File: config.mk
export PLATFORM = sky130hd
export DESIGN_NAME = fbfla_ctrl
export DESIGN_NICKNAME = d
export VERILOG_FILES = /design/src/sv/fbfla_pkg.sv /design/src/sv/fbfla_ctrl.sv
export SDC_FILE = /design/constraint.sdc
export NUM_CORES = 1
export LEC_CHECK = 0
export BUFFER_PORTS_ARGS = -buffer_cell sky130_fd_sc_hd__buf_2
export CORE_AREA = 2 2 39 41
export CTS_CLUSTER_SIZE = 28
export DETAILED_ROUTE_END_ITERATION = 16
export DIE_AREA = 0 0 41 43
export SLEW_MARGIN = 40
export SYNTH_ARGS = -nofsm -noshare
export SYNTH_HDL_FRONTEND = slang
export SYNTH_SLANG_ARGS = --single-unit
File: constraint.sdc
create_clock -name i_clk -period 1.1 [get_ports i_clk]
set_input_delay 0.11 -clock i_clk [delete_from_list [all_inputs] [get_ports i_clk]]
set_output_delay 0.11 -clock i_clk [all_outputs]
set_load 0.02 [all_outputs]
File: src/sv/fbfla_pkg.sv
`timescale 1ns / 1ps

package fbfla_pkg;

    // Fixed field widths of the streaming and configuration channels.
    localparam int ADDR_W      = 32;
    localparam int CMD_W       = 2;
    localparam int STATUS_W    = 2;
    localparam int FREE_W      = 11;
    localparam int SH_W        = 5;
    localparam int CNT_CFG_W   = 11;
    localparam int CFG_IDX_W   = 2;
    localparam int IN_TDATA_W  = 32;
    localparam int OUT_TDATA_W = 48;

    // Block size limits (log2 of bytes) and the reset block count.
    localparam logic [SH_W-1:0] SH_MIN   = 5'd3;
    localparam logic [SH_W-1:0] SH_MAX   = 5'd16;
    localparam logic [SH_W-1:0] SH_RESET = 5'd4;
    localparam int CNT_RESET = 1024;

    // The pool base is always 16-byte aligned.
    localparam logic [ADDR_W-1:0] BASE_MASK = 32'hFFFF_FFF0;

    // Configuration register indexes.
    typedef enum logic [CFG_IDX_W-1:0] {
        REG_POOL_BASE  = 2'd0,
        REG_BLOCK_LOG2 = 2'd1,
        REG_BLOCK_CNT  = 2'd2,
        REG_UNUSED     = 2'd3
    } t_cfg_reg;

    typedef enum logic [CMD_W-1:0] {
        CMD_INIT  = 2'd0,
        CMD_ALLOC = 2'd1,
        CMD_FREE  = 2'd2,
        CMD_NOP   = 2'd3
    } t_cmd;

    typedef enum logic [STATUS_W-1:0] {
        ST_OK       = 2'd0,
        ST_EMPTY    = 2'd1,
        ST_BAD_ADDR = 2'd2
    } t_status;

    typedef enum logic [2:0] {
        S_IDLE,
        S_DISPATCH,
        S_POP,
        S_FILL,
        S_INIT_DONE
    } t_state;

    // Controller to datapath commands.
    typedef struct packed {
        logic    accept;
        logic    fill_write;
        logic    alloc_read;
        logic    alloc_commit;
        logic    free_commit;
        logic    init_commit;
        logic    emit;
        logic    emit_grant;
        t_status emit_status;
    } t_dp_cmd;

    // Datapath to controller status.
    typedef struct packed {
        t_cmd cmd;
        logic empty;
        logic free_ok;
        logic fill_last;
        logic slot_free;
    } t_dp_status;

endpackage

File: src/sv/fbfla_ctrl.sv
`timescale 1ns / 1ps

module fbfla_ctrl (
    input  logic                  i_clk,
    input  logic                  i_rst_n,
    input  logic                  i_in_valid,
    output logic                  o_in_ready,
    input  fbfla_pkg::t_dp_status i_stat,
    output fbfla_pkg::t_dp_cmd    o_cmd
);

    fbfla_pkg::t_state r_state;
    fbfla_pkg::t_state n_state;

    // State register.
    always_ff @(posedge i_clk) begin
        if (!i_rst_n) begin
            r_state <= fbfla_pkg::S_IDLE;
        end else begin
            r_state <= n_state;
        end
    end

    // Next state and datapath commands.
    always_comb begin
        n_state           = r_state;
        o_in_ready        = 1'b0;
        o_cmd             = '0;
        o_cmd.emit_status = fbfla_pkg::ST_OK;
        unique case (r_state)
            fbfla_pkg::S_IDLE: begin
                o_in_ready = 1'b1;
                if (i_in_valid) begin
                    o_cmd.accept = 1'b1;
                    n_state      = fbfla_pkg::S_DISPATCH;
                end
            end
            fbfla_pkg::S_DISPATCH: begin
                unique case (i_stat.cmd)
                    fbfla_pkg::CMD_INIT: begin
                        n_state = fbfla_pkg::S_FILL;
                    end
                    fbfla_pkg::CMD_ALLOC: begin
                        if (!i_stat.empty) begin
                            o_cmd.alloc_read = 1'b1;
                            n_state          = fbfla_pkg::S_POP;
                        end else if (i_stat.slot_free) begin
                            o_cmd.emit        = 1'b1;
                            o_cmd.emit_status = fbfla_pkg::ST_EMPTY;
                            n_state           = fbfla_pkg::S_IDLE;
                        end
                    end
                    fbfla_pkg::CMD_FREE: begin
                        if (i_stat.slot_free) begin
                            o_cmd.emit = 1'b1;
                            n_state    = fbfla_pkg::S_IDLE;
                            if (i_stat.free_ok) begin
                                o_cmd.free_commit = 1'b1;
                            end else begin
                                o_cmd.emit_status = fbfla_pkg::ST_BAD_ADDR;
                            end
                        end
                    end
                    fbfla_pkg::CMD_NOP: begin
                        if (i_stat.slot_free) begin
                            o_cmd.emit = 1'b1;
                            n_state    = fbfla_pkg::S_IDLE;
                        end
                    end
                    default: begin
                        n_state = fbfla_pkg::S_IDLE;
                    end
                endcase
            end
            fbfla_pkg::S_POP: begin
                if (i_stat.slot_free) begin
                    o_cmd.alloc_commit = 1'b1;
                    o_cmd.emit         = 1'b1;
                    o_cmd.emit_grant   = 1'b1;
                    n_state            = fbfla_pkg::S_IDLE;
                end
            end
            fbfla_pkg::S_FILL: begin
                o_cmd.fill_write = 1'b1;
                if (i_stat.fill_last) begin
                    n_state = fbfla_pkg::S_INIT_DONE;
                end
            end
            fbfla_pkg::S_INIT_DONE: begin
                if (i_stat.slot_free) begin
                    o_cmd.init_commit = 1'b1;
                    o_cmd.emit        = 1'b1;
                    n_state           = fbfla_pkg::S_IDLE;
                end
            end
            default: begin
                n_state = fbfla_pkg::S_IDLE;
            end
        endcase
    end

endmodule

* Word-level counts from Yosys, hierarchy flattened *
Index checks and enable logic that the tools add are counted.

word-level totals
  bits of input ports = 9
  register bits after elaboration = 3
  output and inout port bits = 11
  logic and storage cells = 46

cells by class
  eq/ne operators = 9
  reduce and logical (&&, ||, !) cells = 5
  muxes and demuxes = 31

operator list
  kind                  count
  $mux W1               18
  $mux W3               4
  $pmux W3 S4           1
  $pmux W3 S3           1
  $mux W2               4
  $eq A3 B2 Y1 const B  2
  $eq A2 B2 Y1 const B  2
  $ne A2 B2 Y1 const B  2
  $pmux W2 S2           1
  $reduce_or A2 Y1      2
  $eq A3 B1 Y1 const B  1
  $eq A3 B3 Y1 const B  1
  $logic_not A3 Y1      1
  $pmux W1 S3           1
  $eq A2 B1 Y1 const B  1
  $logic_not A2 Y1      1
  $pmux W1 S2           1
  $reduce_and A2 Y1     1

* Logic depth before layout (Yosys ltp) *
Gate-level depths: netlist of run 1.

  depth after elaboration = 4
  gate-level depth with buffers = 5
  depth with buffers taken out = 5

* Worst setup path after synthesis of run 1 *
Ideal clock, no wire load.

  path type = reg-to-output
  from = register r_state[0]
  to = output o_cmd[6] (netlist name)
  buffers on the path = 1
  stages on the path, launching flop included = 4
  path slack = -0.340 ns
  data required time = 0.990 ns
  arrival time = 1.330 ns
  path through = dfxtp_1 > nand2b_1 > nor3b_1 > buf_4

RTL lines
  item                      line              text
  start: declaration        fbfla_ctrl.sv:12  fbfla_pkg::t_state r_state;
  start signal: assignment  fbfla_ctrl.sv:18  r_state <= fbfla_pkg::S_IDLE;
  start signal: assignment  fbfla_ctrl.sv:20  r_state <= n_state;
  end: declaration          fbfla_ctrl.sv:9   output fbfla_pkg::t_dp_cmd o_cmd

==> results of run 1 <==
cells in the final DEF (no fill, tap or decap), types with 3 or more instances in the layout:
master and n:
clkbuf_4 3, buf_4 14, buf_2 7, nor2b_1 3, buf_6 14
timing repair:
| item | CTS | global route |
|---|---|---|
| setup endpoints to repair | 13 | 13 |
| buffers inserted | 1 | 3 |
| hold endpoints to repair | 0 | 0 |
| pin swaps | 4 | 9 |
| gates resized for setup | 25 | 22 |
cell usage after synthesis:
library cell  n
ha_1          4
dfxtp_1       3
inv_1         3
nand2_1       3
nor2b_1       3
nor3b_1       3
buf_4         2
buf_6         2
nand2b_1      2
nand3_1       2
nor2_1        2
nor3_1        2
a211oi_2      1
a21boi_1      1
a31oi_1       1
a32o_1        1
and2_1        1
and2_4        1
and3_1        1
nand4_1       1
nor2_4        1
nor2b_4       1
nor3_2        1
nor4b_1       1
o211ai_1      1
o21ai_0       1
o21ai_1       1
o21bai_1      1
o311a_1       1
critical path: stages, from the launching register on:
cell     delay (ns)
dfxtp_4        0.36
buf_6          0.13
nor3_4         0.20
and2_4         0.17
buf_6          0.11
power by group through the flow:
stage | clock, W | sequential, W | combinational (W)
CTS | 0.000192 | 0.000128 | 0.000208
global route | 0.000203 | 0.000128 | 0.000293
global placement | 0 | 0.000130 | 0.000182
detailed placement | 0 | 0.000130 | 0.000184
finish | 0.000193 | 0.000127 | 0.000273
floorplan | 0 | 0.000121 | 0.000114
metal layers:
layer / track usage / vias to the layer above / share of wire
met1: 0.160 / 218 / 0.43
met3: 0 / 0 / 0.013
met5: 0 / - / 0
li1: - / 238 / -
met4: 0.0400 / 0 / 0
met2: 0.222 / 4 / 0.55
per-stage QoR:
step	utilization	worst slack, ns	setup TNS (ns)	instance area (um2)	power (W)
after detailed placement	0.430	-0.205	-0.824	596	0.000314
after global routing	0.583	-0.262	-2.12	807	0.000624
final	0.583	-0.220	-1.62	807	0.000594
after floorplan	-	-0.0453	-0.0969	428	0.000235
after CTS	0.506	-0.236	-1.59	701	0.000528
after global placement	0.430	-0.210	-0.730	596	0.000312
cells by family (layout without fill, tap and decap cells):
group | count (synthesis) | count (layout) | share of synthesized area
adders and majority gates | 4 | 4 | 0.127
AOI/OAI and AO/OA | 9 | 9 | 0.181
DFF | 3 | 3 | 0.152
and+or+nand+nor | 25 | 25 | 0.416
buffers and inverters | 7 | 42 | 0.124
worst min-delay path by stage:
| stage | end | slack, ns | depth (start not counted) |
|---|---|---|---|
| floorplan | r_state[2] | 0.24 | 1 |
| global placement | r_state[2] | 0.38 | 2 |
| detailed placement | r_state[2] | 0.38 | 2 |
| CTS | r_state[2] | 0.14 | 2 |
| global route | r_state[1] | 0.18 | 2 |
| finish | r_state[2] | 0.14 | 2 |
cell type report:
class / count / share of cell area
clock buffers: 4 / 0.0326
inverters: 3 / 0.0140
multi-input cells: 38 / 0.474
flip-flops and latches: 3 / 0.0853
well taps: 16 / 0.0248
repair buffers: 35 / 0.369
==> reports/results.ini, run 1 <==
[outcome]
outcome = finished, violations left
failed_checks = negative setup slack

[min_path]
worstHoldPathType = primary input to flop
hold_path.startpoint = i_rst_n

[yosys]
library_cells_used_by_synthesis = 29
synth_seq_cells = 3
synthDominantAreaCellType = dfxtp_1
synth.area.top_cells = dfxtp_1 (15%), ha_1 (13%), buf_6 (5.7%), nor3b_1 (5.7%), nor2b_1 (4.8%)
synth.avg_cell_area_um2 = 8.21
netlist.area_leader.share = 0.152
seq_area_frac_synth = 0.152
synthesis.nets = 61
mappedNetlistArea_um2 = 394
synthesis.yosys.warnings = 0
instance_count_of_the_mapped_netlist = 48

[global_routing]
antenna_found_initial = 0
grt_max_degree = 9
total_overflow_reported_by_the_global_router = 0
first_pass_grt_wire_length_mm = 1.61
number_of_global_route_vias_before_repair = 423
grt_util_all_layers = 0.127

[cells_and_area]
largest_register_ff_count = 3
seqCellArea_um2 = 68.8
footprint_of_the_multi_input_gates_um2 = 383
nFillCells = 124
insertedDiodeCount = 0
area_growth_syn_to_layout_pct = 105
layout-drive-gt1-share = 0.723
regMostFlops = r_state
largest_registers = r_state x3
numnets_final = 97
fin_cells = 99

[power]
combinationalPowerShare = 0.460
cell_int_power_w = 0.000404
power.share.sequential = 0.215
irDropWorstVdd_mv = 0.682
p_sw_w = 0.000190
p_sw_frac = 0.320
p_leak_nw = 0.360
clkPwrFrac = 0.326
power.density_nw_per_um2 = 736

[floorplanning]
core_area_um2 = 1380
die_width_um = 41
initial_utilization = 0.285
floorplan.io_pins = 20
die_h_um = 43
dieArea_um2 = 1760
fp-row-count = 14

[detailed_routing]
via_count = 460
route.detailed.drc = 0
dr.first_iter.drc_count = 10
via_density = 4.65
firstDrtPassIters = 4
route.detailed.wl_per_inst_um = 11.5
final_antenna_net_count = 0
drt_wl_total_mm = 1.13

[setup_path]
worstSetupEndpointType = output port
startpoint = r_state[0]
reg2reg_from = r_state[0]
crit_fanout = 7
start_kind = flop
cp.required_ns = 0.99
r2r.worst_path.cells = 4
worstPathArrival_ns = 1.21
worstSetupPathType = flop to output port
timing.rr.end = r_state[0]
setup.reg_to_reg.worst_slack_ns = 0.03
worst_setup_path_endpoint = o_cmd[9]

[flow_run]
count_of_max_cap_constraint_violations = 0

[sta]
whs_ns = 0.145
finalHoldViolations = 0
final_period_minus_worst_setup_slack_ns = 1.32
final_min_period_over_clock_period = 1.20
setup-violations-final = 11
timing_worst_slew_pin_value_ns = 0.212
slew_viol_final = 0
max_slew_margin = 0.859
postLayoutSetupSlackWorst_ns = -0.220
timing.fmax_ghz = 0.758
unrepaired_setup_endpoints_after_global_routing = yes
finClkSkew_ns = 0.00155

[clock_tree]
tritoncts_num_sinks = 3
cts_inserted_buffers = 3
worstSkewPairLatency_ns = 0.23
htreeDepth = 1
tritoncts_clock_tree = done
clk_pin_slew_worst_paths_ns = 0.04
cts-hold-fix-buffers = 0
cts_root_buf = clkbuf_4
ctsLongestPathBuffers = 2

[placement]
place.port_buffers = 19
detailedPlacementHpwl_um = 813
finalWeightedCongestion = 0.768
placedCellCount = 91

Note: power is estimated with default switching activity, not from simulation.
==> inputs of run 2 (changes only) <==
Settings changed: CTS_BUF_LIST from default to sky130_fd_sc_hd__clkbuf_4 sky130_fd_sc_hd__clkbuf_8.
==> run 2 against run 1 <==
  * The run still ends with negative setup slack left
  * Critical path depth unchanged
  * Critical endpoint unchanged
  * Flip-flop and latch count is the same
  * Clock skew about the same
  * Non-clock buffer count unchanged
  * First-iteration DRC count is 20% lower
  * Setup slack hardly changed
  * Power is 3.8% higher
  * Global-route usage increased by 0.30 points
  * Die area unchanged
  * Highest routed layer unchanged
==> reports/results.ini, run 2 (synthesis results as in run 1) <==
[min_path]
timing.hold.worst_endpoint = r_state[2]  ; unchanged
min_path_cells = 2  ; unchanged
worstHoldPathType = primary input to flop  ; unchanged
hold_path.startpoint = i_rst_n  ; unchanged

[power]
p_sw_w = 0.000190  ; about the same
clkPwrFrac = 0.355  ; was 0.326
p_leak_nw = 0.364  ; was 0.360 nW
combinationalPowerShare = 0.439  ; was 0.460
power.share.sequential = 0.207  ; was 0.215
irDropWorstVdd_mv = 0.798  ; was 0.682 mV
power.density_nw_per_um2 = 764  ; was 736 nW/um2
p_sw_frac = 0.308  ; was 0.320
cell_int_power_w = 0.000427  ; was 0.000404 W

[detailed_routing]
firstDrtPassIters = 2  ; was 4
route.detailed.wl_per_inst_um = 11.3  ; was 11.5 um
via_count = 462  ; was 460
final_antenna_net_count = 0  ; unchanged
drt_wl_total_mm = 1.12  ; was 1.13 mm
dr.first_iter.drc_count = 8  ; was 10
via_density = 4.67  ; was 4.65
route.detailed.drc = 0  ; unchanged

[cells_and_area]
nFillCells = 121  ; was 124
final_common_cell = buf_4
fin_cells = 99  ; unchanged
area_growth_syn_to_layout_pct = 105  ; unchanged
most_frequent_cells_in_the_layout = buf_4 (15), buf_6 (13), buf_2 (7), clkbuf_4 (4), nor2b_1 (3)  ; was buf_4 (14), buf_6 (14), buf_2 (7), nor2b_1 (3), clkbuf_4 (3)
insertedDiodeCount = 0  ; unchanged
largest_register_ff_count = 3  ; unchanged
layout-drive-gt1-share = 0.723  ; unchanged
largest_registers = r_state x3  ; unchanged
regMostFlops = r_state  ; unchanged
numnets_final = 97  ; unchanged

[global_routing]
number_of_global_route_vias_before_repair = 426  ; was 423
first_pass_grt_wire_length_mm = 1.62  ; was 1.61 mm
grt_max_degree = 9  ; unchanged
grt_util_all_layers = 0.130  ; was 0.127
antenna_found_initial = 0  ; unchanged
total_overflow_reported_by_the_global_router = 0  ; unchanged

[clock_tree]
ctsLongestPathBuffers = 2  ; unchanged
cts_inserted_buffers = 3  ; unchanged
htreeDepth = 1  ; unchanged
worstSkewPairLatency_ns = 0.23  ; about the same
tritoncts_clock_tree = done  ; unchanged
clk_pin_slew_worst_paths_ns = 0.04  ; about the same
cts_root_buf = clkbuf_4  ; unchanged
cts-hold-fix-buffers = 0  ; unchanged
tritoncts_num_sinks = 3  ; unchanged

[placement]
place_worst_setup_slack_ns = -0.205  ; unchanged
place.port_buffers = 19  ; unchanged
finalWeightedCongestion = 0.768  ; unchanged
placedCellCount = 91  ; unchanged
detailedPlacementHpwl_um = 813  ; unchanged

[setup_path]
worstSetupPathType = flop to output port  ; unchanged
worst_path_largest_cell_delay_ns = 0.36  ; about the same
r2r.worst_path.cells = 4  ; unchanged
cp_common_cell = buf_6  ; unchanged
crit_path_cell_trace = buf_6, nor3_4, and2_4, buf_6  ; unchanged
worstPathArrival_ns = 1.21  ; about the same
crit_fanout = 7  ; unchanged
reg2reg_from = r_state[0]  ; unchanged
timing.critical_path.slowest_stage_cell = dfxtp_4  ; unchanged
timing.rr.end = r_state[0]  ; unchanged
worstSetupEndpointType = output port  ; unchanged
cp.required_ns = 0.99  ; about the same
start_kind = flop  ; unchanged
setup.reg_to_reg.worst_slack_ns = 0.03  ; about the same
startpoint = r_state[0]  ; unchanged

[floorplanning]
floorplan.io_pins = 20  ; unchanged
dieArea_um2 = 1760  ; unchanged
die_h_um = 43  ; unchanged
die_width_um = 41  ; unchanged
initial_utilization = 0.285  ; unchanged
core_area_um2 = 1380  ; unchanged
fp-row-count = 14  ; unchanged

[sta]
setup-violations-final = 11  ; unchanged
fin_setup_tns_ns = -1.63  ; was -1.62 ns
max_slew_margin = 0.858  ; was 0.859
timing_worst_slew_pin_value_ns = 0.213  ; was 0.212 ns
postLayoutSetupSlackWorst_ns = -0.220  ; about the same
final_min_period_over_clock_period = 1.20  ; about the same
timing.fmax_ghz = 0.757  ; was 0.758 GHz
finClkSkew_ns = 0.00170  ; was 0.00155 ns
slew_viol_final = 0  ; unchanged
unrepaired_setup_endpoints_after_global_routing = yes  ; unchanged
finalHoldViolations = 0  ; unchanged
final_period_minus_worst_setup_slack_ns = 1.32  ; about the same

[outcome]
outcome = finished, violations left  ; unchanged
failed_checks = negative setup slack  ; unchanged

[flow_run]
count_of_max_cap_constraint_violations = 0  ; unchanged

## run 2: timing repair
item                                   4_1_cts  5_1_grt
endpoints found under the hold margin        0        0
buffers inserted                             1        3
resized for setup                           25       20
pin swaps                                    4        9
setup endpoints to repair                   13       13
## run 2: routing by layer
metal,global-route usage,share of wire
met5,0,0
met4,0.0400,0
met3,0.0157,0.014
met2,0.222,0.57
met1,0.160,0.41
## run 2: final cells by class
cell class / count / area [um2] / share of cell area
Clock buffer: 4 / 30.0 / 0.0372
Timing Repair Buffer: 35 / 294 / 0.364
Multi-Input combinational cell: 38 / 383 / 0.474
Sequential cell: 3 / 68.8 / 0.0853
Tap cell: 16 / 20.0 / 0.0248
Inverter: 3 / 11.3 / 0.0140
## run 2: power groups by stage
stage                     logic (W)  registers (W)  clock network [W]
after floorplan            0.000114       0.000121                  0
final                      0.000270       0.000127           0.000219
after CTS                  0.000208       0.000128           0.000220
after global routing       0.000290       0.000128           0.000233
after detailed placement   0.000184       0.000130                  0
after global placement     0.000182       0.000130                  0
## run 2: how the worst max path moves through the flow
stage | to | slack (ns) | depth (start not counted)
global placement | o_cmd[3] | -0.21 | 7
floorplan | o_cmd[6] | -0.05 | 3
global route | o_cmd[1] | -0.27 | 4
CTS | o_cmd[1] | -0.24 | 4
detailed placement | o_cmd[3] | -0.21 | 7
finish | o_cmd[9] | -0.22 | 4
## run 2: worst max-delay path: cells and delay by family (launching register included)
family | cells | cell delay, ns
simple gates | 2 | 0.37
flops | 1 | 0.36
buf+inv | 2 | 0.24
## run 2: through the flow
step                      hold slack, ns  instance area (um2)  total power [W]  utilization
final                              0.145                  807         0.000617        0.583
after detailed placement           0.377                  596         0.000314        0.430
after global placement             0.378                  596         0.000312        0.430
after global routing               0.178                  807         0.000651        0.583
after floorplan                    0.238                  428         0.000235            -
after CTS                          0.141                  704         0.000556        0.509
==> inputs of run 3 (changes only) <==
Settings changed: CTS_BUF_LIST sky130_fd_sc_hd__clkbuf_4 sky130_fd_sc_hd__clkbuf_8 to sky130_fd_sc_hd__clkbuf_8, SETUP_SLACK_MARGIN from default to 0.02.
==> run 3 against run 2 <==
  * Worst hold slack better by 0.029 ns
  * Count of clock-buffer cells in the layout down 1
  * Clock power up 42%
  * Critical endpoint is now o_cmd[3]
  * Largest cell class unchanged
  * Flip-flop and latch count unchanged
  * Die area unchanged
  * Largest power group is now clock
  * Clock skew up 0.0036 ns
  * Core utilization up 6.1 points
  * Cell area up 11%
  * The run still ends with negative setup slack left
  * First-iteration DRC count down 25%
  * Via count up 3.9%
==> reports/results.ini, run 3 (synthesis results as in run 1) <==
[outcome]
outcome = finished, violations left  ; unchanged
failed_checks = negative setup slack  ; unchanged

[power]
irDropWorstVdd_mv = 0.643  ; was 0.798 mV
p_leak_nw = 0.401  ; was 0.364 nW
p_total_w = 0.000710  ; was 0.000617 W
power.density_nw_per_um2 = 796  ; was 764 nW/um2

[clock_tree]
htreeDepth = 1  ; unchanged
cts_inserted_buffers = 3  ; unchanged
ctsLongestPathBuffers = 2  ; unchanged
cts_root_buf = clkbuf_8  ; was clkbuf_4
cts-hold-fix-buffers = 0  ; unchanged
clk_pin_slew_worst_paths_ns = 0.03  ; was 0.04 ns
tritoncts_clock_tree = done  ; unchanged
tritoncts_num_sinks = 3  ; unchanged
worstSkewPairLatency_ns = 0.22  ; was 0.23 ns

[floorplanning]
die_h_um = 43  ; unchanged
initial_utilization = 0.285  ; unchanged
dieArea_um2 = 1760  ; unchanged
die_width_um = 41  ; unchanged
core_area_um2 = 1380  ; unchanged
floorplan.io_pins = 20  ; unchanged
fp-row-count = 14  ; unchanged

[cells_and_area]
regMostFlops = r_state  ; unchanged
largest_registers = r_state x3  ; unchanged
nFillCells = 101  ; was 121
layout-drive-gt1-share = 0.733  ; was 0.723
largest_register_ff_count = 3  ; unchanged
area_growth_syn_to_layout_pct = 126  ; was 105%
final_common_cell = buf_6  ; was buf_4
most_frequent_cells_in_the_layout = buf_6 (16), buf_4 (15), buf_2 (6)  ; was buf_4 (15), buf_6 (13), buf_2 (7), clkbuf_4 (4), nor2b_1 (3)
numnets_final = 100  ; was 97
insertedDiodeCount = 0  ; unchanged

[global_routing]
number_of_global_route_vias_before_repair = 471  ; was 426
grt_util_all_layers = 0.160  ; was 0.130
total_overflow_reported_by_the_global_router = 0  ; unchanged
first_pass_grt_wire_length_mm = 1.88  ; was 1.62 mm
antenna_found_initial = 0  ; unchanged
grt_max_degree = 11  ; was 9

[detailed_routing]
firstDrtPassIters = 4  ; was 2
route.detailed.wl_per_inst_um = 13.3  ; was 11.3 um
via_density = 4.71  ; was 4.67
final_antenna_net_count = 0  ; unchanged
via_count = 480  ; was 462
route.detailed.drc = 0  ; unchanged
drt_wl_total_mm = 1.36  ; was 1.12 mm
dr.first_iter.drc_count = 6  ; was 8

[sta]
slew_viol_final = 0  ; unchanged
postLayoutSetupSlackWorst_ns = -0.213  ; was -0.220 ns
finClkSkew_ns = 0.00533  ; was 0.00170 ns
finalHoldViolations = 0  ; unchanged
max_slew_margin = 0.814  ; was 0.858
final_min_period_over_clock_period = 1.19  ; was 1.20
timing.fmax_ghz = 0.762  ; was 0.757 GHz
setup-violations-final = 12  ; was 11
unrepaired_setup_endpoints_after_global_routing = yes  ; unchanged
timing_worst_slew_pin_value_ns = 0.278  ; was 0.213 ns
final_period_minus_worst_setup_slack_ns = 1.31  ; was 1.32 ns

[setup_path]
timing.critical_path.slowest_stage_cell = dfxtp_4  ; unchanged
crit_fanout = 7  ; unchanged
worstPathArrival_ns = 1.20  ; was 1.21 ns
worstSetupPathType = flop to output port  ; unchanged
worstSetupEndpointType = output port  ; unchanged
worst_path_largest_cell_delay_ns = 0.39  ; was 0.36 ns
crit_path_cell_trace = buf_4, nor3_2, o311a_1, buf_6  ; was buf_6, nor3_4, and2_4, buf_6
crit_buf_inv = 2  ; unchanged
start_kind = flop  ; unchanged
cp.required_ns = 0.99  ; about the same
worst_path_dominant_cell_family = flip-flops  ; was simple AND/OR/NAND/NOR gates

[min_path]
worstHoldPathType = primary input to flop  ; unchanged

[placement]
place.port_buffers = 19  ; unchanged
place_worst_setup_slack_ns = -0.224  ; was -0.205 ns
detailedPlacementHpwl_um = 788  ; was 813 um
finalWeightedCongestion = 0.818  ; was 0.768

[flow_run]
count_of_max_cap_constraint_violations = 0  ; unchanged

## run 3: layer usage
| metal | track usage | vias to the layer above | part of all wire |
|---|---|---|---|
| met5 | 0 | - | 0 |
| met4 | 0.0800 | 0 | 0 |
| met3 | 0.0314 | 0 | 0.015 |
| met2 | 0.291 | 6 | 0.59 |
| met1 | 0.157 | 229 | 0.39 |
| li1 | - | 245 | - |
## run 3: layout make-up
type	instances	area, um2	area share
Clock buffer	3	41.3	0.0463
Clock inverter	1	3.75	0.00421
Inverter	3	16.3	0.0182
Multi-Input combinational cell	38	402	0.450
Sequential cell	3	71.3	0.0799
Tap cell	16	20.0	0.0224
Timing Repair Buffer	38	338	0.379
## run 3: final timing paths
check / startpoint / end / slack [ns] / cells after the start
min reg2reg: r_state[0] / r_state[1] / 0.61 / 2
max: r_state[2] / o_cmd[3] / -0.21 / 4
min: i_rst_n / r_state[2] / 0.17 / 2
max reg2reg: r_state[2] / r_state[0] / -0.08 / 5
## run 3: power by group
| part | switching [W] | internal, W |
|---|---|---|
| Combinational | 0.000116 | 0.000149 |
| Sequential | 0.0000210 | 0.000113 |
| Clock | 0.0000730 | 0.000238 |
## run 3: what timing repair did
action                                  in CTS  in global routing
resized for setup                           40                 13
pin swaps                                   12                  8
buffers inserted                             8                  2
endpoints found under the setup margin      13                 13
## run 3: through the flow
step | std cells | hold WS, ns | setup TNS (ns) | utilization | cell area [um2]
after floorplan | 48 | 0.238 | -0.0969 | - | 432
after global placement | 89 | 0.381 | -0.731 | 0.422 | 584
after detailed placement | 89 | 0.390 | -0.872 | 0.422 | 584
after CTS | 100 | 0.170 | -1.87 | 0.582 | 806
after global routing | 102 | 0.187 | -2.21 | 0.645 | 892
final | 102 | 0.174 | -1.75 | 0.645 | 892
